## src/point_in_box_region_trigger_core_macros.svh

```systemverilog
// assertion macros for the point-in-box region trigger core
// used by the top level only, expects clk and rst_n in scope
`ifndef POINT_IN_BOX_REGION_TRIGGER_CORE_MACROS_SVH
`define POINT_IN_BOX_REGION_TRIGGER_CORE_MACROS_SVH
`ifndef SYNTHESIS
`define PIBRT_ASSERT_IMPL(lbl, ante, cons) \
  lbl: assert property (@(posedge clk) disable iff (!rst_n) (ante) |-> (cons)) \
    else $error("pibrt assertion failed");
`define PIBRT_ASSERT_NEXT(lbl, ante, cons) \
  lbl: assert property (@(posedge clk) disable iff (!rst_n) (ante) |=> (cons)) \
    else $error("pibrt assertion failed");
`define PIBRT_ASSERT_NEVER(lbl, cond) \
  lbl: assert property (@(posedge clk) disable iff (!rst_n) !(cond)) \
    else $error("pibrt assertion failed");
`else
`define PIBRT_ASSERT_IMPL(lbl, ante, cons)
`define PIBRT_ASSERT_NEXT(lbl, ante, cons)
`define PIBRT_ASSERT_NEVER(lbl, cond)
`endif
`endif

```

## src/pibrt_pkg.sv

```systemverilog
// shared types and constants for the point-in-box region trigger
// no dependencies
package pibrt_pkg;

  localparam int COORD_W = 32;
  localparam int ENTRY_W = 7;
  localparam int COUNT_W = 8;

  localparam logic FUNC_LOAD  = 1'b0;
  localparam logic FUNC_QUERY = 1'b1;

  typedef enum logic [1:0] {
    ST_CLEAR,
    ST_IDLE,
    ST_WALK,
    ST_FINISH
  } pibrt_state_t;

  typedef struct packed {
    logic signed [COORD_W-1:0] x_low;
    logic signed [COORD_W-1:0] y_low;
    logic signed [COORD_W-1:0] z_low;
    logic signed [COORD_W-1:0] x_high;
    logic signed [COORD_W-1:0] y_high;
    logic signed [COORD_W-1:0] z_high;
  } pibrt_box_t;

  typedef struct packed {
    logic               inside_any;
    logic [ENTRY_W-1:0] spot_index;
    logic               fire;
  } pibrt_result_t;

  typedef struct packed {
    logic clearing;
    logic walking;
    logic flag_we;
  } pibrt_status_t;

endpackage

```

## src/pibrt_in_if.sv

```systemverilog
// input channel: load or query beat with valid/ready
// depends on pibrt_pkg
interface pibrt_in_if import pibrt_pkg::*; ();
  logic                      valid;
  logic                      ready;
  logic                      func;
  logic [ENTRY_W-1:0]        entry_index;
  logic signed [COORD_W-1:0] box_x_low;
  logic signed [COORD_W-1:0] box_y_low;
  logic signed [COORD_W-1:0] box_z_low;
  logic signed [COORD_W-1:0] box_x_high;
  logic signed [COORD_W-1:0] box_y_high;
  logic signed [COORD_W-1:0] box_z_high;
  logic signed [COORD_W-1:0] point_x;
  logic signed [COORD_W-1:0] point_y;
  logic signed [COORD_W-1:0] point_z;

  modport source (
    output valid, func, entry_index, box_x_low, box_y_low, box_z_low,
           box_x_high, box_y_high, box_z_high, point_x, point_y, point_z,
    input  ready
  );
  modport sink (
    input  valid, func, entry_index, box_x_low, box_y_low, box_z_low,
           box_x_high, box_y_high, box_z_high, point_x, point_y, point_z,
    output ready
  );
endinterface

```

## src/pibrt_out_if.sv

```systemverilog
// result channel: one beat per accepted input beat
// depends on pibrt_pkg
interface pibrt_out_if import pibrt_pkg::*; ();
  logic               valid;
  logic               ready;
  logic               inside_any;
  logic [ENTRY_W-1:0] spot_index;
  logic               fire;

  modport source (
    output valid, inside_any, spot_index, fire,
    input  ready
  );
  modport sink (
    input  valid, inside_any, spot_index, fire,
    output ready
  );
endinterface

```

## src/pibrt_walker.sv

```systemverilog
// sequencer: flag clear sweep, box walk with flag read-modify-write, result register
// depends on pibrt_pkg, pibrt_in_if, pibrt_out_if
module pibrt_walker import pibrt_pkg::*; #(
  parameter int SPOTS = 128,
  parameter int IDX_W = 7,
  parameter int CNT_W = 8
) (
  input  logic              clk,
  input  logic              rst_n,
  pibrt_in_if.sink          in_ch,
  pibrt_out_if.source       out_ch,
  input  logic [CNT_W-1:0]  limit,
  input  pibrt_box_t        box_rd,
  input  logic              flag_rd,
  output logic              rd_en,
  output logic [IDX_W-1:0]  rd_addr,
  output logic              flag_we,
  output logic [IDX_W-1:0]  flag_waddr,
  output logic              flag_wdata,
  output pibrt_status_t     status
);

  pibrt_state_t              state_r, state_nxt;
  logic [CNT_W-1:0]          rd_idx_r, rd_idx_nxt;
  logic [CNT_W-1:0]          limit_r, limit_nxt;
  logic                      eval_vld_r, eval_vld_nxt;
  logic [IDX_W-1:0]          eval_idx_r, eval_idx_nxt;
  logic [IDX_W-1:0]          clr_idx_r, clr_idx_nxt;
  logic signed [COORD_W-1:0] px_r, px_nxt;
  logic signed [COORD_W-1:0] py_r, py_nxt;
  logic signed [COORD_W-1:0] pz_r, pz_nxt;
  pibrt_result_t             res_r, res_nxt;
  logic                      out_vld_r, out_vld_nxt;
  pibrt_result_t             out_res_r, out_res_nxt;
  logic                      slot_free;
  logic                      in_rdy;
  logic                      hit;

  // strict containment on all three axes
  assign hit = (px_r > box_rd.x_low) && (px_r < box_rd.x_high) &&
               (py_r > box_rd.y_low) && (py_r < box_rd.y_high) &&
               (pz_r > box_rd.z_low) && (pz_r < box_rd.z_high);

  assign slot_free = !out_vld_r || out_ch.ready;

  always_ff @(posedge clk) begin
    if (!rst_n) begin
      state_r    <= ST_CLEAR;
      eval_vld_r <= 1'b0;
      clr_idx_r  <= '0;
      out_vld_r  <= 1'b0;
    end else begin
      state_r    <= state_nxt;
      eval_vld_r <= eval_vld_nxt;
      clr_idx_r  <= clr_idx_nxt;
      out_vld_r  <= out_vld_nxt;
    end
  end

  always_ff @(posedge clk) begin
    rd_idx_r   <= rd_idx_nxt;
    limit_r    <= limit_nxt;
    eval_idx_r <= eval_idx_nxt;
    px_r       <= px_nxt;
    py_r       <= py_nxt;
    pz_r       <= pz_nxt;
    res_r      <= res_nxt;
    out_res_r  <= out_res_nxt;
  end

  always_comb begin
    state_nxt    = state_r;
    rd_idx_nxt   = rd_idx_r;
    limit_nxt    = limit_r;
    eval_vld_nxt = 1'b0;
    eval_idx_nxt = eval_idx_r;
    clr_idx_nxt  = clr_idx_r;
    px_nxt       = px_r;
    py_nxt       = py_r;
    pz_nxt       = pz_r;
    res_nxt      = res_r;
    out_vld_nxt  = out_vld_r && !out_ch.ready;
    out_res_nxt  = out_res_r;
    in_rdy       = 1'b0;
    rd_en        = 1'b0;
    flag_we      = 1'b0;
    flag_waddr   = eval_idx_r;
    flag_wdata   = 1'b0;

    unique case (state_r)
      ST_CLEAR: begin
        flag_we    = 1'b1;
        flag_waddr = clr_idx_r;
        if (clr_idx_r == IDX_W'(SPOTS - 1)) begin
          state_nxt = ST_IDLE;
        end else begin
          clr_idx_nxt = clr_idx_r + 1'b1;
        end
      end
      ST_IDLE: begin
        // a query may start while the previous result still waits
        in_rdy = (in_ch.func == FUNC_QUERY) || slot_free;
        if (in_ch.valid && in_rdy) begin
          if (in_ch.func == FUNC_QUERY) begin
            px_nxt     = in_ch.point_x;
            py_nxt     = in_ch.point_y;
            pz_nxt     = in_ch.point_z;
            limit_nxt  = limit;
            rd_idx_nxt = '0;
            state_nxt  = ST_WALK;
          end else begin
            out_vld_nxt = 1'b1;
            out_res_nxt = '0;
          end
        end
      end
      ST_WALK: begin
        if (rd_idx_r < limit_r) begin
          rd_en        = 1'b1;
          rd_idx_nxt   = rd_idx_r + 1'b1;
          eval_vld_nxt = 1'b1;
          eval_idx_nxt = rd_idx_r[IDX_W-1:0];
        end
        // flag write trails the read by one entry, so no same-entry overlap
        if (eval_vld_r) begin
          flag_we    = 1'b1;
          flag_wdata = hit;
          if (hit) begin
            res_nxt.inside_any = 1'b1;
            res_nxt.spot_index = ENTRY_W'({{ENTRY_W{1'b0}}, eval_idx_r});
            res_nxt.fire       = !flag_rd;
            state_nxt          = ST_FINISH;
          end
        end else if (rd_idx_r >= limit_r) begin
          res_nxt   = '0;
          state_nxt = ST_FINISH;
        end
      end
      ST_FINISH: begin
        if (slot_free) begin
          out_vld_nxt = 1'b1;
          out_res_nxt = res_r;
          state_nxt   = ST_IDLE;
        end
      end
    endcase
  end

  assign rd_addr = rd_idx_r[IDX_W-1:0];

  assign in_ch.ready       = in_rdy;
  assign out_ch.valid      = out_vld_r;
  assign out_ch.inside_any = out_res_r.inside_any;
  assign out_ch.spot_index = out_res_r.spot_index;
  assign out_ch.fire       = out_res_r.fire;

  assign status.clearing = (state_r == ST_CLEAR);
  assign status.walking  = (state_r == ST_WALK);
  assign status.flag_we  = flag_we;

endmodule

```

## src/flat_wrapper.sv

```systemverilog
// flat-port wrapper written by rule: the top's interface ports become plain ports
module pibrt_walker_flat import pibrt_pkg::*;
#(
  parameter int SPOTS = 128,
  parameter int IDX_W = 7,
  parameter int CNT_W = 8
)
  (clk, rst_n, limit, box_rd, flag_rd, rd_en, rd_addr, flag_we, flag_waddr, flag_wdata, status, in_ch_valid, in_ch_func, in_ch_entry_index, in_ch_box_x_low, in_ch_box_y_low, in_ch_box_z_low, in_ch_box_x_high, in_ch_box_y_high, in_ch_box_z_high, in_ch_point_x, in_ch_point_y, in_ch_point_z, in_ch_ready, out_ch_valid, out_ch_inside_any, out_ch_spot_index, out_ch_fire, out_ch_ready);
  pibrt_in_if in_ch_i ();
  pibrt_out_if out_ch_i ();
  input  logic clk;
  input  logic rst_n;
  input  logic [CNT_W-1:0] limit;
  input  pibrt_box_t box_rd;
  input  logic flag_rd;
  output logic rd_en;
  output logic [IDX_W-1:0] rd_addr;
  output logic flag_we;
  output logic [IDX_W-1:0] flag_waddr;
  output logic flag_wdata;
  output pibrt_status_t status;
  input wire logic [$bits(in_ch_i.valid)-1:0] in_ch_valid;
  input wire logic [$bits(in_ch_i.func)-1:0] in_ch_func;
  input wire logic [$bits(in_ch_i.entry_index)-1:0] in_ch_entry_index;
  input wire logic [$bits(in_ch_i.box_x_low)-1:0] in_ch_box_x_low;
  input wire logic [$bits(in_ch_i.box_y_low)-1:0] in_ch_box_y_low;
  input wire logic [$bits(in_ch_i.box_z_low)-1:0] in_ch_box_z_low;
  input wire logic [$bits(in_ch_i.box_x_high)-1:0] in_ch_box_x_high;
  input wire logic [$bits(in_ch_i.box_y_high)-1:0] in_ch_box_y_high;
  input wire logic [$bits(in_ch_i.box_z_high)-1:0] in_ch_box_z_high;
  input wire logic [$bits(in_ch_i.point_x)-1:0] in_ch_point_x;
  input wire logic [$bits(in_ch_i.point_y)-1:0] in_ch_point_y;
  input wire logic [$bits(in_ch_i.point_z)-1:0] in_ch_point_z;
  output wire logic [$bits(in_ch_i.ready)-1:0] in_ch_ready;
  output wire logic [$bits(out_ch_i.valid)-1:0] out_ch_valid;
  output wire logic [$bits(out_ch_i.inside_any)-1:0] out_ch_inside_any;
  output wire logic [$bits(out_ch_i.spot_index)-1:0] out_ch_spot_index;
  output wire logic [$bits(out_ch_i.fire)-1:0] out_ch_fire;
  input wire logic [$bits(out_ch_i.ready)-1:0] out_ch_ready;
  assign in_ch_i.valid = in_ch_valid;
  assign in_ch_i.func = in_ch_func;
  assign in_ch_i.entry_index = in_ch_entry_index;
  assign in_ch_i.box_x_low = in_ch_box_x_low;
  assign in_ch_i.box_y_low = in_ch_box_y_low;
  assign in_ch_i.box_z_low = in_ch_box_z_low;
  assign in_ch_i.box_x_high = in_ch_box_x_high;
  assign in_ch_i.box_y_high = in_ch_box_y_high;
  assign in_ch_i.box_z_high = in_ch_box_z_high;
  assign in_ch_i.point_x = in_ch_point_x;
  assign in_ch_i.point_y = in_ch_point_y;
  assign in_ch_i.point_z = in_ch_point_z;
  assign in_ch_ready = in_ch_i.ready;
  assign out_ch_valid = out_ch_i.valid;
  assign out_ch_inside_any = out_ch_i.inside_any;
  assign out_ch_spot_index = out_ch_i.spot_index;
  assign out_ch_fire = out_ch_i.fire;
  assign out_ch_i.ready = out_ch_ready;
  pibrt_walker #(.SPOTS(SPOTS), .IDX_W(IDX_W), .CNT_W(CNT_W)) u_core (.clk(clk), .rst_n(rst_n), .in_ch(in_ch_i), .out_ch(out_ch_i), .limit(limit), .box_rd(box_rd), .flag_rd(flag_rd), .rd_en(rd_en), .rd_addr(rd_addr), .flag_we(flag_we), .flag_waddr(flag_waddr), .flag_wdata(flag_wdata), .status(status));
endmodule
```

## config.mk

```make
export PLATFORM = sky130hd
export DESIGN_NAME = pibrt_walker_flat
export DESIGN_NICKNAME = d
export VERILOG_FILES = /design/src/point_in_box_region_trigger_core_macros.svh /design/src/pibrt_pkg.sv /design/src/pibrt_in_if.sv /design/src/pibrt_out_if.sv /design/src/pibrt_walker.sv /design/src/flat_wrapper.sv
export SDC_FILE = /design/constraint.sdc
export NUM_CORES = 1
export LEC_CHECK = 0
export BUFFER_PORTS_ARGS = -buffer_cell sky130_fd_sc_hd__buf_4
export CAP_MARGIN = 20
export CORE_AREA = 2 2 209 211
export CTS_CLUSTER_SIZE = 30
export DETAILED_ROUTE_END_ITERATION = 10
export DIE_AREA = 0 0 211 213
export PLACE_DENSITY = 0.48
export SLEW_MARGIN = 10
export SYNTH_ARGS = -nofsm -noshare
export SYNTH_HDL_FRONTEND = slang
export SYNTH_SLANG_ARGS = --single-unit
```

## constraint.sdc

```tcl
create_clock -name clk -period 5.1 [get_ports clk]
set_input_delay 0.51 -clock clk [delete_from_list [all_inputs] [get_ports clk]]
set_output_delay 0.51 -clock clk [all_outputs]
set_load 0.01 [all_outputs]
```

==> results.py <==
metrics = {
    "sta": {
        "hold_viol": 0,
        "fin_crit_sh_pct": 78.22,
        "holdWs_ns": 0.2297,
        "finalSetupViolCount": 0,
        "fin_tns_setup_ns": 0,
        "grt_setup_unrepaired": "false",
        "period_needed_ns": 3.989,
        "worst_slew_pin_slew_ns": 0.8946,
        "fmax_ghz": 0.2507,
        "slew_violations": 0,
        "fin_ws_ns": 1.111,
        "max_slew_margin_pct": 40.36,
        "fin_worst_skew_ns": 0.01490,
    },
    "clock_tree": {
        "cts_buffer_depth": 2,
        "cts_tree": "done",
        "insertion_delay_ns": 0.45,
        "clock-sinks": 148,
        "cts_root_buf": "clkbuf_16",
        "cts_resized": 0,
        "holdBufCountCts": 0,
        "post-cts-setup-buffer-count": 0,
        "htreeDepth": 4,
        "clk_pin_slew_ns": 0.07,
        "numCtsBuffers": 17,
    },
    "synthesis": {
        "seq_area_frac_synth_pct": 42.68,
        "yosys-top-cells-count": "inv_1 (209), ha_1 (204), edfxtp_1 (137), a21oi_1 (69), nand2_1 (44)",
        "synth_top_area_share_pct": 40.51,
        "ys_warn_count": 0,
        "synth_edf_count": 137,
        "synth_largest_area_cell": "edfxtp_1",
        "synth-seq-cells": 148,
        "synthCells": 975,
        "syn-num-nets": 1680,
        "synthFlopType": "edfxtp_1",
        "yosysMostFrequentCell": "inv_1",
        "synthMuxAreaShare_pct": 1.306,
        "synth_cell_types": 61,
        "synth-xor-area-share_pct": 0.8624,
        "async_flop_share_pct": 0,
        "syn_area_sq_um": 10160,
        "synth-simple-area-share_pct": 10.50,
        "synthAdderAreaFrac_pct": 25.13,
        "synth_compound_area_share_pct": 11.03,
        "synth_top_family_by_area": "adder cells",
        "syn_avg_cell_area_sq_um": 10.42,
        "netlist_top_cells_area": "edfxtp_1 (41%), ha_1 (25%), inv_1 (7.7%)",
    },
    "die": {
        "ios": 532,
        "design.core.area_sq_um": 42700,
        "start_util_pct": 23.79,
        "dieArea_sq_um": 44940,
        "die_x_um": 211,
        "die_h_um": 213,
        "core.rowCount": 76,
    },
    "layout": {
        "diodes": 0,
        "fin_cells": 1875,
        "area_growth_pct": 36.47,
        "nets": 2021,
        "final_util_pct": 32.46,
        "fillerInstances": 4385,
        "drive_gt1_share_pct": 28.59,
    },
    "global_route": {
        "antenna_found_initial": 1,
        "grt-ovfl-total": 0,
        "grt_pass1_vias": 8270,
        "grt_use_met1_pct": 18.93,
        "grt_pass1_wl_um": 47160,
        "grt_use_met3_pct": 4.707,
        "grtUsageTotal_pct": 14.27,
        "use_met2_pct": 22.39,
        "grt-busiest-layer": "met2",
        "grt_max_degree": 40,
    },
    "worst_setup_path": {
        "cp.arrival_ns": 3.48,
        "crit_path_top_delay_cell": "a311oi_1",
        "startpoint_type": "register",
        "slowest_delay_ns": 0.45,
        "cp.required_ns": 4.59,
        "critPathMaxFanout": 3,
        "worstPathCellList": "ha_1, a2111o_1, a311oi_1, o41ai_1, a31oi_2, o2111ai_2, nor4_4, and2_1, buf_4",
        "end_kind": "output pin",
        "crit_type": "reg2out",
    },
    "detailed_routing": {
        "drt_wl_total_um": 31770,
        "drc": 0,
        "wl_per_cell_um": 16.94,
        "ant_nets": 0,
        "vias": 7983,
        "drt_first_pass_iters": 4,
        "routed_via_density": 4.258,
        "drtIter0Drc": 225,
    },
    "run_status": {
        "outcome": "complete, no violations",
    },
    "power_and_ir_drop": {
        "ir_worst_vdd_uv": 213.5,
        "leakage_nw": 6.760,
        "power_density_nw_per_um2": 214.5,
    },
    "run": {
        "drv_cap": 0,
    },
    "placed_design": {
        "placed_cells": 1843,
        "post-place-ws_ns": 1.038,
        "io_buffers": 332,
        "place.detailed.hpwl_um": 27390,
        "gp_congestion": 0.8308,
    },
    "worst_hold_path": {
        "hp-class": "in2reg",
    },
}
worst max-delay path, delay by kind of cell, from the launching register on:
family | cells | cell delay, ns
buf+inv | 1 | 0.13
simple gates | 2 | 0.59
fa+ha+maj | 1 | 0.29
flops | 1 | 0.41
compound gates | 5 | 1.61
where the power goes:
| part | internal (mW) | switching, mW | leakage (nW) |
|---|---|---|---|
| combinational | 0.231 | 0.158 | 5.08 |
| clock | 0.734 | 0.526 | 0.278 |
| sequential | 1.32 | 0.00233 | 1.40 |
| total | 2.29 | 0.687 | 6.76 |
stage by stage:
stage,power (mW),area [sq um]
after detailed placement,1.744,13280
after global routing,3.112,13860
after CTS,3.030,13860
after global placement,1.739,13280
final,2.973,13860
after floorplan,1.505,10160
routing by layer:
layer	routed length, um	up-vias
met1	14940	3580
li1	-	4146
met4	318	0
met5	0	-
met3	2408	12
met2	14100	245
cells by family (layout without fill, tap and decap cells):
| group | Yosys count | count (layout) |
|---|---|---|
| buffers and inverters | 222 | 576 |
| AND/OR/NAND/NOR | 202 | 202 |
| flip-flops | 148 | 148 |
| multiplexers | 12 | 12 |
| adder cells (fa/ha/maj) | 204 | 204 |
| XOR/XNOR | 10 | 10 |
| AO/OA/AOI/OAI | 177 | 177 |
sequential cells by signal (all words and copies together) (netlist names):
register / cells
u_core.eval_vld_r: 1
u_core.py_r: 32
u_core.rd_idx_r: 8
u_core.out_ch.inside_any: 1
u_core.out_ch.valid: 1
u_core.pz_r: 32
u_core.res_r: 9
u_core.out_ch.fire: 1
u_core.limit_r: 8
u_core.px_r: 32
u_core.out_ch.spot_index: 7
u_core.eval_idx_r: 7
u_core.clr_idx_r: 7
u_core.state_r: 2
worst paths after layout:
check	endpoint	cells past startpoint	slack, ns	start
setup / recovery	flag_wdata	9	1.11	u_core.py_r[1]
hold / removal	u_core.py_r[18]	1	0.23	in_ch_point_y[18]
hold reg to reg	u_core.state_r[1]	2	0.50	u_core.state_r[1]
setup reg to reg	u_core.res_r[3]	9	1.39	u_core.py_r[1]
cell type report:
cell class | instances | area (sq um) | area share [%]
clock buffers | 20 | 446.7 | 3.223
clock inverters | 12 | 132.6 | 0.9569
inverters | 209 | 784.5 | 5.660
multi-input cells | 605 | 4964 | 35.81
flip-flops and latches | 148 | 4334 | 31.27
well taps | 546 | 683.2 | 4.929
repair buffers | 335 | 2515 | 18.15
layout by cell type, fill, tap and decap left out, drive strengths merged, types with 4 or more instances in the layout:
cell type,Yosys,layout
inv,209,211
nand3,23,23
nor3,4,4
o21a,5,5
and4,5,5
a21boi,6,6
xor2,5,5
buf,8,335
nor4,6,6
nand2,44,44
a211oi,13,13
xnor2,5,5
ha,204,204
and2,24,24
a21oi,69,69
edfxtp,137,137
nand4,34,34
o211ai,4,4
nor2,36,36
clkinv,0,6
o21ai,36,36
mux2i,5,5
mux2,7,7
clkbuf,5,20
nor2b,8,8
dfxtp,11,11
a2111oi,5,5
a21o,13,13
nand2b,7,7
Note: power is estimated with default switching activity, not from simulation.
