**config.mk**
```make
export PLATFORM = sky130hd
export DESIGN_NAME = pibrt_flag_mem
export DESIGN_NICKNAME = d
export VERILOG_FILES = /design/src/point_in_box_region_trigger_core_macros.svh /design/src/pibrt_flag_mem.sv
export SDC_FILE = /design/constraint.sdc
export NUM_CORES = 1
export LEC_CHECK = 0
export BUFFER_PORTS_ARGS = -buffer_cell sky130_fd_sc_hd__buf_4
export CORE_MARGIN = 10
export CORE_UTILIZATION = 60
export CTS_CLUSTER_DIAMETER = 200
export DETAILED_ROUTE_END_ITERATION = 12
export PLACE_DENSITY = 0.86
export SYNTH_ARGS = -nofsm -noshare
export SYNTH_HDL_FRONTEND = slang
export SYNTH_SLANG_ARGS = --single-unit
```
**constraint.sdc**
```tcl
create_clock -name clk -period 3 [get_ports clk]
set_clock_uncertainty 0.05 [all_clocks]
set_input_delay 0 -clock clk [delete_from_list [all_inputs] [get_ports clk]]
set_output_delay 0 -clock clk [all_outputs]
set_load 0.05 [all_outputs]
```
**src/point_in_box_region_trigger_core_macros.svh**
```systemverilog
// assertion macros for the point-in-box region trigger core
// used by the top level only, expects clk and rst_n in scope
`ifndef POINT_IN_BOX_REGION_TRIGGER_CORE_MACROS_SVH
`define POINT_IN_BOX_REGION_TRIGGER_CORE_MACROS_SVH
`ifndef SYNTHESIS
`define PIBRT_ASSERT_IMPL(lbl, ante, cons) \
  lbl: assert property (@(posedge clk) disable iff (!rst_n) (ante) |-> (cons)) \
    else $error("pibrt assertion failed");
`define PIBRT_ASSERT_NEXT(lbl, ante, cons) \
  lbl: assert property (@(posedge clk) disable iff (!rst_n) (ante) |=> (cons)) \
    else $error("pibrt assertion failed");
`define PIBRT_ASSERT_NEVER(lbl, cond) \
  lbl: assert property (@(posedge clk) disable iff (!rst_n) !(cond)) \
    else $error("pibrt assertion failed");
`else
`define PIBRT_ASSERT_IMPL(lbl, ante, cons)
`define PIBRT_ASSERT_NEXT(lbl, ante, cons)
`define PIBRT_ASSERT_NEVER(lbl, cond)
`endif
`endif

```
**src/pibrt_flag_mem.sv**
```systemverilog
// fired flag memory, one write port and one registered read port
// no dependencies; cleared by a sweep from the walker after reset
module pibrt_flag_mem #(
  parameter int DEPTH = 128,
  parameter int AW    = 7
) (
  input  logic          clk,
  input  logic          we,
  input  logic [AW-1:0] waddr,
  input  logic          wdata,
  input  logic          re,
  input  logic [AW-1:0] raddr,
  output logic          rdata
);

  logic mem [DEPTH];
  logic rdata_r;

  always_ff @(posedge clk) begin
    if (we) begin
      mem[waddr] <= wdata;
    end
  end

  always_ff @(posedge clk) begin
    if (re) begin
      rdata_r <= mem[raddr];
    end
  end

  assign rdata = rdata_r;

endmodule

```
==> metrics.cfg, run 1 <==
[cts]
clk_path_buf_depth = 2
cts_setup_buffers = 0
cts_sinks = 129
clkLatencyLatePin_ns = 0.51
tritoncts = built
ctsHtreeMaxLevel = 4
postCtsHoldBufs = 10
cts_root_buf = clkbuf_8
path_clk_slew_ns = 0.06
post_cts_resize_count = 0
numCtsBuffers = 17

[final_layout]
ff_latch_area_mm2 = 0.003874
drive_above_1_share = 0.1686
fillers = 608
final_area_mm2 = 0.006591
antennaDiodeCount = 0
fin_nets = 438
final_util = 0.7100
area_delta_synth_final_pct = 15.05
multi_input_area_mm2 = 0.001750

[routing]
via_count = 3486
wl_per_cell_um = 21.94
route.detailed.drc = 0
routed_wl_mm = 12.33
drt_iter0_drc = 412
via_per_inst = 6.203
dr.pass1.iters = 5
drtAntennaViolNets = 0

[setup_path]
cp-start-kind = flip-flop
path_class = flip-flop to flip-flop
crit_slowest_cell = dlygate4sd3_1
cp.required_ns = 3.21
cp-end-kind = flip-flop
cpMostUsedCell = dlygate4sd3_1
cpPeakStageDelay_ns = 0.58
cp_max_fo = 1
crit_chain = mux4_2 > mux2i_1 > nand2_1 > nand4b_1 > dlygate4sd3_1 > nand4_1 > dlygate4sd3_1
worstPathArrival_ns = 3.07

[sta]
fin_crit_ns = 2.867
setup_viol = 0
setup_tns_ns = 0
fmax_mhz = 348.8
rsz0062_at_grt = no
drv_slew = 0
setup_slack_ns = 0.1332
holdWs_ns = 0.03205
tightest_slew_ns = 1.075
hold_violations = 0
post-route-period-util = 0.9556
slew_headroom = 0.2832

[floorplan]
fp.dieH_um = 117.7
die_area_mm2 = 0.01386
start_util = 0.6171
rows = 35
pin_count = 19
die_x_um = 117.7
core_mm2 = 0.009284

[logic_synthesis]
synth.cell_area_mm2 = 0.005729
ys_ff_latch = 129
ys_types = 29
yosysTopAreaCellShare = 0.6761
synth_top_area_cell = edfxtp_1
avgSynthCellArea_um2 = 14.50
seq_area_frac_synth = 0.6761
yosys-top-cells-area = edfxtp_1, mux4_2, nor2_1
synth_fp_nets = 413
synthCells = 395
yosysWarnings = 0

[placed_design]
postPlaceCellArea_mm2 = 0.005924
pre_cts_slack_ns = 0.7335
dpl.hpwl_mm = 6.774
gp_congestion = 0.8103
port_buffers = 18

[global_route]
grt_pass1_vias = 3633
grt-ovfl-total = 0
grt_pass1_wl_mm = 19.24
grt_antenna_before_repair = 0
grt_max_degree = 129
grt_use_total = 0.1813

[pwr]
p_per_area_mw_per_mm2 = 639.4
vdd_drop_max_v = 0.0004291
leakage_nw = 2.063

[run]
cap_violations = 0

[run_status]
status = finished clean

[worst_hold_path]
hp-class = primary input to flip-flop

[state kept, by name (all words and copies together), names as in the netlist]
register,count
mem,128
rdata,1
[per-stage QoR]
step | instances | power [mW]
4_1_cts | 562 | 4.208
2_1_floorplan | 395 | 2.168
3_5_place_dp | 520 | 2.253
5_1_grt | 562 | 4.316
6_report | 562 | 4.214
3_3_place_gp | 520 | 2.244
[final cells by class]
cell class              instances  area share
repair buffers                 28     0.03569
multi-input cells             243      0.2656
clock buffers                  20     0.06454
well taps                     129     0.02449
inverters                       1   0.0005695
flip-flops and latches        129      0.5877
clock inverters                12     0.02145
[cell usage in the layout, fill, tap and decap left out, types with 2 or more instances in the layout]
master	instances
nor3_1	4
nand3b_1	2
and3b_1	2
nand2b_1	3
nor2b_1	10
nor4_1	3
bufinv_16	3
nand3_1	13
edfxtp_1	129
clkinv_1	2
clkbuf_1	3
clkinvlp_4	2
mux4_1	7
clkbuf_16	16
mux2i_1	9
buf_4	18
nand4_1	7
nand2_1	15
dlygate4sd3_1	10
nor2_1	132
nand4b_1	2
clkinv_2	4
mux4_2	26
[path summary, 6_finish.rpt]
kind | slack (ns) | end | depth (start not counted) | from
setup / recovery | 0.13 | rdata | 7 | mem[87]
hold / removal | 0.03 | mem[99] | 4 | waddr[6]
setup reg to reg | 0.13 | rdata | 7 | mem[87]
hold reg to reg | 1.53 | rdata | 6 | mem[109]
[kinds of logic (layout without fill, tap and decap cells)]
group           count (synthesis)  after routing  synth area share
simple gates                  196            196            0.1489
flops                         129            129            0.6761
mux                            42             42            0.1500
buf+inv                        23             61           0.01834
compound gates                  5              5          0.006554
[report_power, final]
part | internal, mW | switching [mW] | leakage, nW | total (mW)
Sequential | 1.99 | 0.00192 | 1.16 | 2.00
Clock | 1.25 | 0.730 | 0.273 | 1.98
Combinational | 0.0882 | 0.147 | 0.629 | 0.235
[cell usage after synthesis]
library cell,n
a22oi_1,1
a2111oi_0,1
clkbuf_1,13
nand2b_1,3
nor3b_1,1
nand4b_1,2
nand3b_1,2
o22ai_1,1
buf_1,1
nor4_1,3
buf_6,1
nand2_1,15
a221oi_1,1
mux2i_1,9
nor3_1,4
or3b_2,1
mux4_2,26
nor2_1,132
or2_2,1
inv_1,1
buf_4,1
mux4_1,7
and3b_1,2
nand4_1,7
nand3_1,13
edfxtp_1,129
a31oi_1,1
buf_2,6
nor2b_1,10
[metal layers]
metal | vias up | part of all wire | GRT usage | routed length (µm)
li1 | 1536 | - | - | -
met1 | 1734 | 0.39 | 0.2223 | 4817
met2 | 186 | 0.50 | 0.2881 | 6115
met3 | 30 | 0.091 | 0.06283 | 1119
met4 | 0 | 0.023 | 0.07264 | 279
met5 | - | 0 | 0 | 0
[worst max-delay path, delay by kind of cell (launching register included)]
kind	cells	cell delay, ns
buf+inv	2	1.14
simple gates	3	0.36
flops	1	0.36
mux	2	0.71
Power figures use the tool's default switching activity.
==> run 2, diff against run 1 <==
--- a/config.mk
+++ b/config.mk
@@ -5,6 +5,7 @@
 export SDC_FILE = /design/constraint.sdc
 export NUM_CORES = 1
 export LEC_CHECK = 0
+export ABC_AREA = 1
 export BUFFER_PORTS_ARGS = -buffer_cell sky130_fd_sc_hd__buf_4
 export CORE_MARGIN = 10
 export CORE_UTILIZATION = 60
==> metrics.cfg, run 2 <==
[setup_path]
path_class = flip-flop to flip-flop  ; unchanged
worstPathArrival_ns = 2.83  ; was 3.07 ns
cp_max_fo = 1  ; unchanged
cp.required_ns = 3.24  ; was 3.21 ns
cp-end-kind = flip-flop  ; unchanged
cp-start-kind = flip-flop  ; unchanged

[logic_synthesis]
yosysTopAreaCellShare = 0.6525  ; was 0.6761
ys_ff_latch = 129  ; unchanged
ys.flop_type = edfxtp_1  ; unchanged
ys_types = 12  ; was 29
synthCells = 620  ; was 395
yosys-top-cells-area = edfxtp_1, nand2_1, nand3_1  ; was edfxtp_1, mux4_2, nor2_1
synth.cell_area_mm2 = 0.005937  ; was 0.005729 mm²
yosysWarnings = 0  ; unchanged
async_flop_share = 0  ; unchanged
seq_area_frac_synth = 0.6525  ; was 0.6761
synth_top_area_cell = edfxtp_1  ; unchanged
avgSynthCellArea_um2 = 9.576  ; was 14.50 µm²
synth_edf_count = 129  ; unchanged
synth.most_common_cell = nand2_1  ; was nor2_1
synth_common_cells = nand2_1, nor2_1, edfxtp_1, nand3_1, inv_1  ; was nor2_1, edfxtp_1, mux4_2, nand2_1
synth_fp_nets = 638  ; was 413

[sta]
fin_crit_ns = 2.591  ; was 2.867 ns
slew_headroom = 0.2519  ; was 0.2832
drv_slew = 0  ; unchanged
fmax_mhz = 386.0  ; was 348.8 MHz
post-route-period-util = 0.8636  ; was 0.9556
setup_tns_ns = 0  ; unchanged
tightest_slew_ns = 1.122  ; was 1.075 ns
rsz0062_at_grt = no  ; unchanged
setup_slack_ns = 0.4092  ; was 0.1332 ns
hold_violations = 0  ; unchanged
setup_viol = 0  ; unchanged

[final_layout]
largest_reg_flops = 128  ; unchanged
final_common_cell = nand2_1  ; was nor2_1
regMostFlops = mem  ; unchanged
antennaDiodeCount = 0  ; unchanged
area_delta_synth_final_pct = 13.21  ; was 15.05%
layout_common_cells = nand2_1, nor2_1, edfxtp_1  ; was nor2_1, edfxtp_1, mux4_2
drive_above_1_share = 0.07385  ; was 0.1686
fillers = 661  ; was 608
final_area_mm2 = 0.006721  ; was 0.006591 mm²
fin_nets = 655  ; was 438

[cts]
clkLatencyLatePin_ns = 0.54  ; was 0.51 ns
cts_root_buf = clkbuf_8  ; unchanged
tritoncts = built  ; unchanged
ctsHtreeMaxLevel = 4  ; unchanged
cts_setup_buffers = 0  ; unchanged
cts_sinks = 129  ; unchanged
path_clk_slew_ns = 0.06  ; about the same
postCtsHoldBufs = 11  ; was 10
post_cts_resize_count = 0  ; unchanged
numCtsBuffers = 17  ; unchanged
clk_path_buf_depth = 2  ; unchanged

[floorplan]
die_x_um = 119.5  ; was 117.7 µm
rows = 36  ; was 35
start_util = 0.6130  ; was 0.6171
die_area_mm2 = 0.01427  ; was 0.01386 mm²
core_mm2 = 0.009684  ; was 0.009284 mm²
fp.dieH_um = 119.5  ; was 117.7 µm
pin_count = 19  ; unchanged

[routing]
via_per_inst = 5.978  ; was 6.203
via_count = 4681  ; was 3486
wl_per_cell_um = 18.41  ; was 21.94 µm
routed_wl_mm = 14.42  ; was 12.33 mm
route.detailed.drc = 0  ; unchanged
drtAntennaViolNets = 0  ; unchanged
drt_iter0_drc = 698  ; was 412
dr.pass1.iters = 5  ; unchanged

[pwr]
p_comb_frac = 0.067  ; was 0.056
p_per_area_mw_per_mm2 = 621.5  ; was 639.4 mW/mm²
p_clk_frac = 0.455  ; was 0.471
switchingPower_uw = 941.8  ; was 879.2 µW
leakage_nw = 2.388  ; was 2.063 nW
vdd_drop_max_v = 0.0005117  ; was 0.0004291 V
switching_share = 0.2254  ; was 0.2086
p_int_mw = 3.236  ; was 3.335 mW
pwr-share-seq = 0.478  ; was 0.473

[placed_design]
postPlaceCellArea_mm2 = 0.006070  ; was 0.005924 mm²
pre_cts_slack_ns = 1.099  ; was 0.7335 ns
port_buffers = 18  ; unchanged
gp_congestion = 0.8297  ; was 0.8103
dpl.hpwl_mm = 7.743  ; was 6.774 mm

[run_status]
status = finished clean  ; unchanged

[worst_hold_path]
hp-class = primary input to flip-flop  ; unchanged

[global_route]
grt_max_degree = 129  ; unchanged
grt_antenna_before_repair = 0  ; unchanged
grt_pass1_wl_mm = 23.03  ; was 19.24 mm
grt-ovfl-total = 0  ; unchanged
grt_pass1_vias = 4454  ; was 3633
grt_use_total = 0.2074  ; was 0.1813

[run]
cap_violations = 0  ; unchanged

run 2: cell count changes after synthesis, moves of 3 or more:
cell and delta:
inv_1 +23, nand3_1 +105, nor4_1 -3, buf_2 +6
nand4_1 -7, buf_4 +7, nand2_1 +158, nor3_1 +6
clkbuf_1 -4, mux4_1 -7, mux2i_1 -9, nand2b_1 -3
mux4_2 -26, nor2b_1 -10
run 2: layout make-up:
cell class                      count  area, µm²  share of cell area
Clock buffer                       19      421.7             0.06273
Clock inverter                     13      120.1             0.01787
Inverter                           25      93.84             0.01396
Multi-Input combinational cell    433       1785              0.2656
Sequential cell                   129       3874              0.5763
Tap cell                          133      166.4             0.02476
Timing Repair Buffer               31      260.3             0.03872
run 2: stage by stage:
step,hold WS (ns),utilization,cells,total power [mW]
finish,0.07877,0.6941,783,4.178
global route,0.1062,0.6941,783,4.293
CTS,0.06261,0.6941,783,4.165
detailed placement,0.1565,0.6267,740,2.292
global placement,0.1613,0.6267,740,2.284
floorplan,0.04887,-,620,2.199
run 2: critical path, stage by stage, from the launching register on:
cell and delay (ns):
edfxtp_1 0.40, nand2_1 0.11, nand3_1 0.09, nand3_1 0.12
nand3_1 0.09, nand2_1 0.11, nand2_1 0.06, nand3_1 0.08
nand2_1 0.05, nand2_1 0.05, dlygate4sd3_1 0.55, nand2_1 0.05
dlygate4sd3_1 0.53
run 2: cells by family (layout without fill, tap and decap cells):
logic type | Yosys count | in the layout | synth area share
AND/OR/NAND/NOR | 433 | 433 | 0.3007
flip-flops | 129 | 129 | 0.6525
buffers and inverters | 58 | 88 | 0.04679
run 2: power groups by stage:
| stage | logic, mW | clock network (mW) | registers [mW] |
|---|---|---|---|
| floorplan | 0.162 | 0 | 2.04 |
| global placement | 0.251 | 0 | 2.03 |
| detailed placement | 0.259 | 0 | 2.03 |
| CTS | 0.275 | 1.89 | 2.00 |
| global route | 0.308 | 1.99 | 2.00 |
| finish | 0.281 | 1.90 | 2.00 |
run 2: worst paths after layout:
check             slack [ns]  endpoint  depth (start not counted)      from
setup / recovery        0.41     rdata                         12   mem[67]
setup reg to reg        0.41     rdata                         12   mem[67]
hold / removal          0.08   mem[22]                          4  waddr[3]
hold reg to reg         1.47     rdata                         11   mem[24]
run 2: per-layer routing:
metal  vias to the layer above  wire [µm]  global-route usage  part of all wire
met2                       316       6764              0.3095              0.47
met1                      2209       5619              0.2650              0.39
met4                         0        403             0.09653             0.028
li1                       2112          -                   -                 -
met5                         -          0                   0                 0
met3                        44       1628             0.07463              0.11
==> run 3, diff against run 2 <==
--- a/config.mk
+++ b/config.mk
@@ -12,6 +12,7 @@
 export CTS_CLUSTER_DIAMETER = 200
 export DETAILED_ROUTE_END_ITERATION = 12
 export PLACE_DENSITY = 0.86
+export REMOVE_ABC_BUFFERS = 1
 export SYNTH_ARGS = -nofsm -noshare
 export SYNTH_HDL_FRONTEND = slang
 export SYNTH_SLANG_ARGS = --single-unit
==> metrics.cfg, run 3 (synthesis results as in run 2) <==
[floorplan]
die_area_mm2 = 0.01427  ; unchanged
start_util = 0.6130  ; unchanged
fp.dieH_um = 119.5  ; unchanged
die_x_um = 119.5  ; unchanged
pin_count = 19  ; unchanged
rows = 36  ; unchanged
core_mm2 = 0.009684  ; unchanged

[sta]
slew_headroom = 0.2772  ; was 0.2519
setup_slack_ns = 0.4055  ; was 0.4092 ns
tightest_slew_ns = 1.084  ; was 1.122 ns
post-route-period-util = 0.8648  ; was 0.8636
holdWs_ns = 0.1094  ; was 0.07877 ns
fin_crit_ns = 2.594  ; was 2.591 ns
hold_violations = 0  ; unchanged
setup_tns_ns = 0  ; unchanged
setup_viol = 0  ; unchanged
drv_slew = 0  ; unchanged
rsz0062_at_grt = no  ; unchanged
fmax_mhz = 385.4  ; was 386.0 MHz

[global_route]
grt-ovfl-total = 0  ; unchanged
grt_pass1_wl_mm = 22.87  ; was 23.03 mm
grt_max_degree = 129  ; unchanged
grt_antenna_before_repair = 0  ; unchanged
grt_use_total = 0.2037  ; was 0.2074
grt_pass1_vias = 4690  ; was 4454

[pwr]
vdd_drop_max_v = 0.0003666  ; was 0.0005117 V
p_per_area_mw_per_mm2 = 645.1  ; was 621.5 mW/mm²
leakage_nw = 2.415  ; was 2.388 nW

[setup_path]
cp_max_fo = 1  ; unchanged
rr_startpoint = mem[93]  ; was mem[67]
cp-start-kind = flip-flop  ; unchanged
cp-end-kind = flip-flop  ; unchanged
cp-endpoint = rdata  ; unchanged
worstPathArrival_ns = 2.82  ; was 2.83 ns
startpoint = mem[93]  ; was mem[67]
path_class = flip-flop to flip-flop  ; unchanged
reg2reg_slack_ns = 0.41  ; about the same
cp.required_ns = 3.23  ; was 3.24 ns
worstReg2RegEnd = rdata  ; unchanged
ff2ff_path_depth = 12  ; unchanged

[routing]
drt_iter0_drc = 616  ; was 698
route.detailed.drc = 0  ; unchanged
via_count = 4664  ; was 4681
drtAntennaViolNets = 0  ; unchanged
dr.pass1.iters = 5  ; unchanged
wl_per_cell_um = 18.32  ; was 18.41 µm
via_per_inst = 5.949  ; was 5.978
routed_wl_mm = 14.36  ; was 14.42 mm

[cts]
clkLatencyLatePin_ns = 0.53  ; was 0.54 ns
path_clk_slew_ns = 0.06  ; about the same
clk_path_buf_depth = 2  ; unchanged
postCtsHoldBufs = 10  ; was 11
ctsHtreeMaxLevel = 4  ; unchanged
cts_setup_buffers = 0  ; unchanged
tritoncts = built  ; unchanged
cts_sinks = 129  ; unchanged
numCtsBuffers = 17  ; unchanged
post_cts_resize_count = 0  ; unchanged
cts_root_buf = clkbuf_8  ; unchanged

[final_layout]
regMostFlops = mem  ; unchanged
antennaDiodeCount = 0  ; unchanged
fillers = 706  ; was 661
layout_common_cells = nand2_1, nor2_1, edfxtp_1  ; unchanged
area_delta_synth_final_pct = 14.42  ; was 13.21%
final_common_cell = nand2_1  ; unchanged
fin_nets = 656  ; was 655
largest_reg_flops = 128  ; unchanged
drive_above_1_share = 0.07834  ; was 0.07385

[placed_design]
gp_congestion = 0.8057  ; was 0.8297
port_buffers = 18  ; unchanged
pre_cts_slack_ns = 1.066  ; was 1.099 ns
dpl.hpwl_mm = 8.235  ; was 7.743 mm

[worst_hold_path]
hp-start = waddr[4]  ; was waddr[3]
hp-class = primary input to flip-flop  ; unchanged

[run_status]
status = finished clean  ; unchanged

[run]
cap_violations = 0  ; unchanged

## run 3: changes by cell type in the layout (fill, tap and decap cells not counted), sizes merged
cell,previous run,this run
clkinv,9,6
buf,20,22
bufinv,2,4
dlygate4sd3,11,10
inv,25,26
## run 3: area by class of cell
cell class / instances / area, µm² / share of cell area
multi-input combinational: 433 / 1785 / 0.2628
sequential: 129 / 3874 / 0.5703
tap: 133 / 166.4 / 0.02450
clock buffer: 19 / 421.7 / 0.06207
inverter: 25 / 93.84 / 0.01381
timing repair buffer: 32 / 265.3 / 0.03905
clock inverter: 13 / 186.4 / 0.02745
## run 3: power breakdown
group	switching, mW	total [mW]	internal (mW)	leakage, nW
Sequential	0.00233	2.00	1.99	1.16
Clock	0.756	2.11	1.35	0.288
Combinational	0.201	0.280	0.0794	0.967
## run 3: layer usage
metal | share of wire | routed length, µm | vias to the layer above | track usage
met3 | 0.11 | 1546 | 55 | 0.04062
met1 | 0.38 | 5488 | 2188 | 0.2521
li1 | - | - | 2109 | -
met4 | 0.038 | 539 | 0 | 0.1146
met2 | 0.47 | 6790 | 312 | 0.3281
met5 | 0 | 0 | - | 0
## run 3: worst min-delay path by stage
stage	endpoint	slack [ns]	cells after the start
after floorplan	mem[0]	0.05	0
after global placement	rdata	0.16	1
after detailed placement	rdata	0.16	1
after CTS	mem[104]	0.09	4
after global routing	mem[104]	0.14	4
final	mem[104]	0.11	4
## run 3: metrics by stage
step	total power [mW]	instance area [µm²]	std cells	util
6_report	4.382	6793	784	0.7014
4_1_cts	4.372	6793	784	0.7014
3_3_place_gp	2.281	6085	742	0.6283
2_1_floorplan	2.163	5753	587	-
5_1_grt	4.490	6793	784	0.7014
3_5_place_dp	2.291	6085	742	0.6283
## run 3: worst max-delay path, stage by stage, from the launching register on
cell and delay [ns]:
edfxtp_1 0.39, nand2_1 0.10, nand3_1 0.09, nand3_1 0.12, nand3_1 0.13, nand2_1 0.11, nand2_1 0.06, nand3_1 0.06
nand2_1 0.05, nand2_1 0.04, dlygate4sd3_1 0.55, nand2_1 0.06, dlygate4sd3_1 0.54
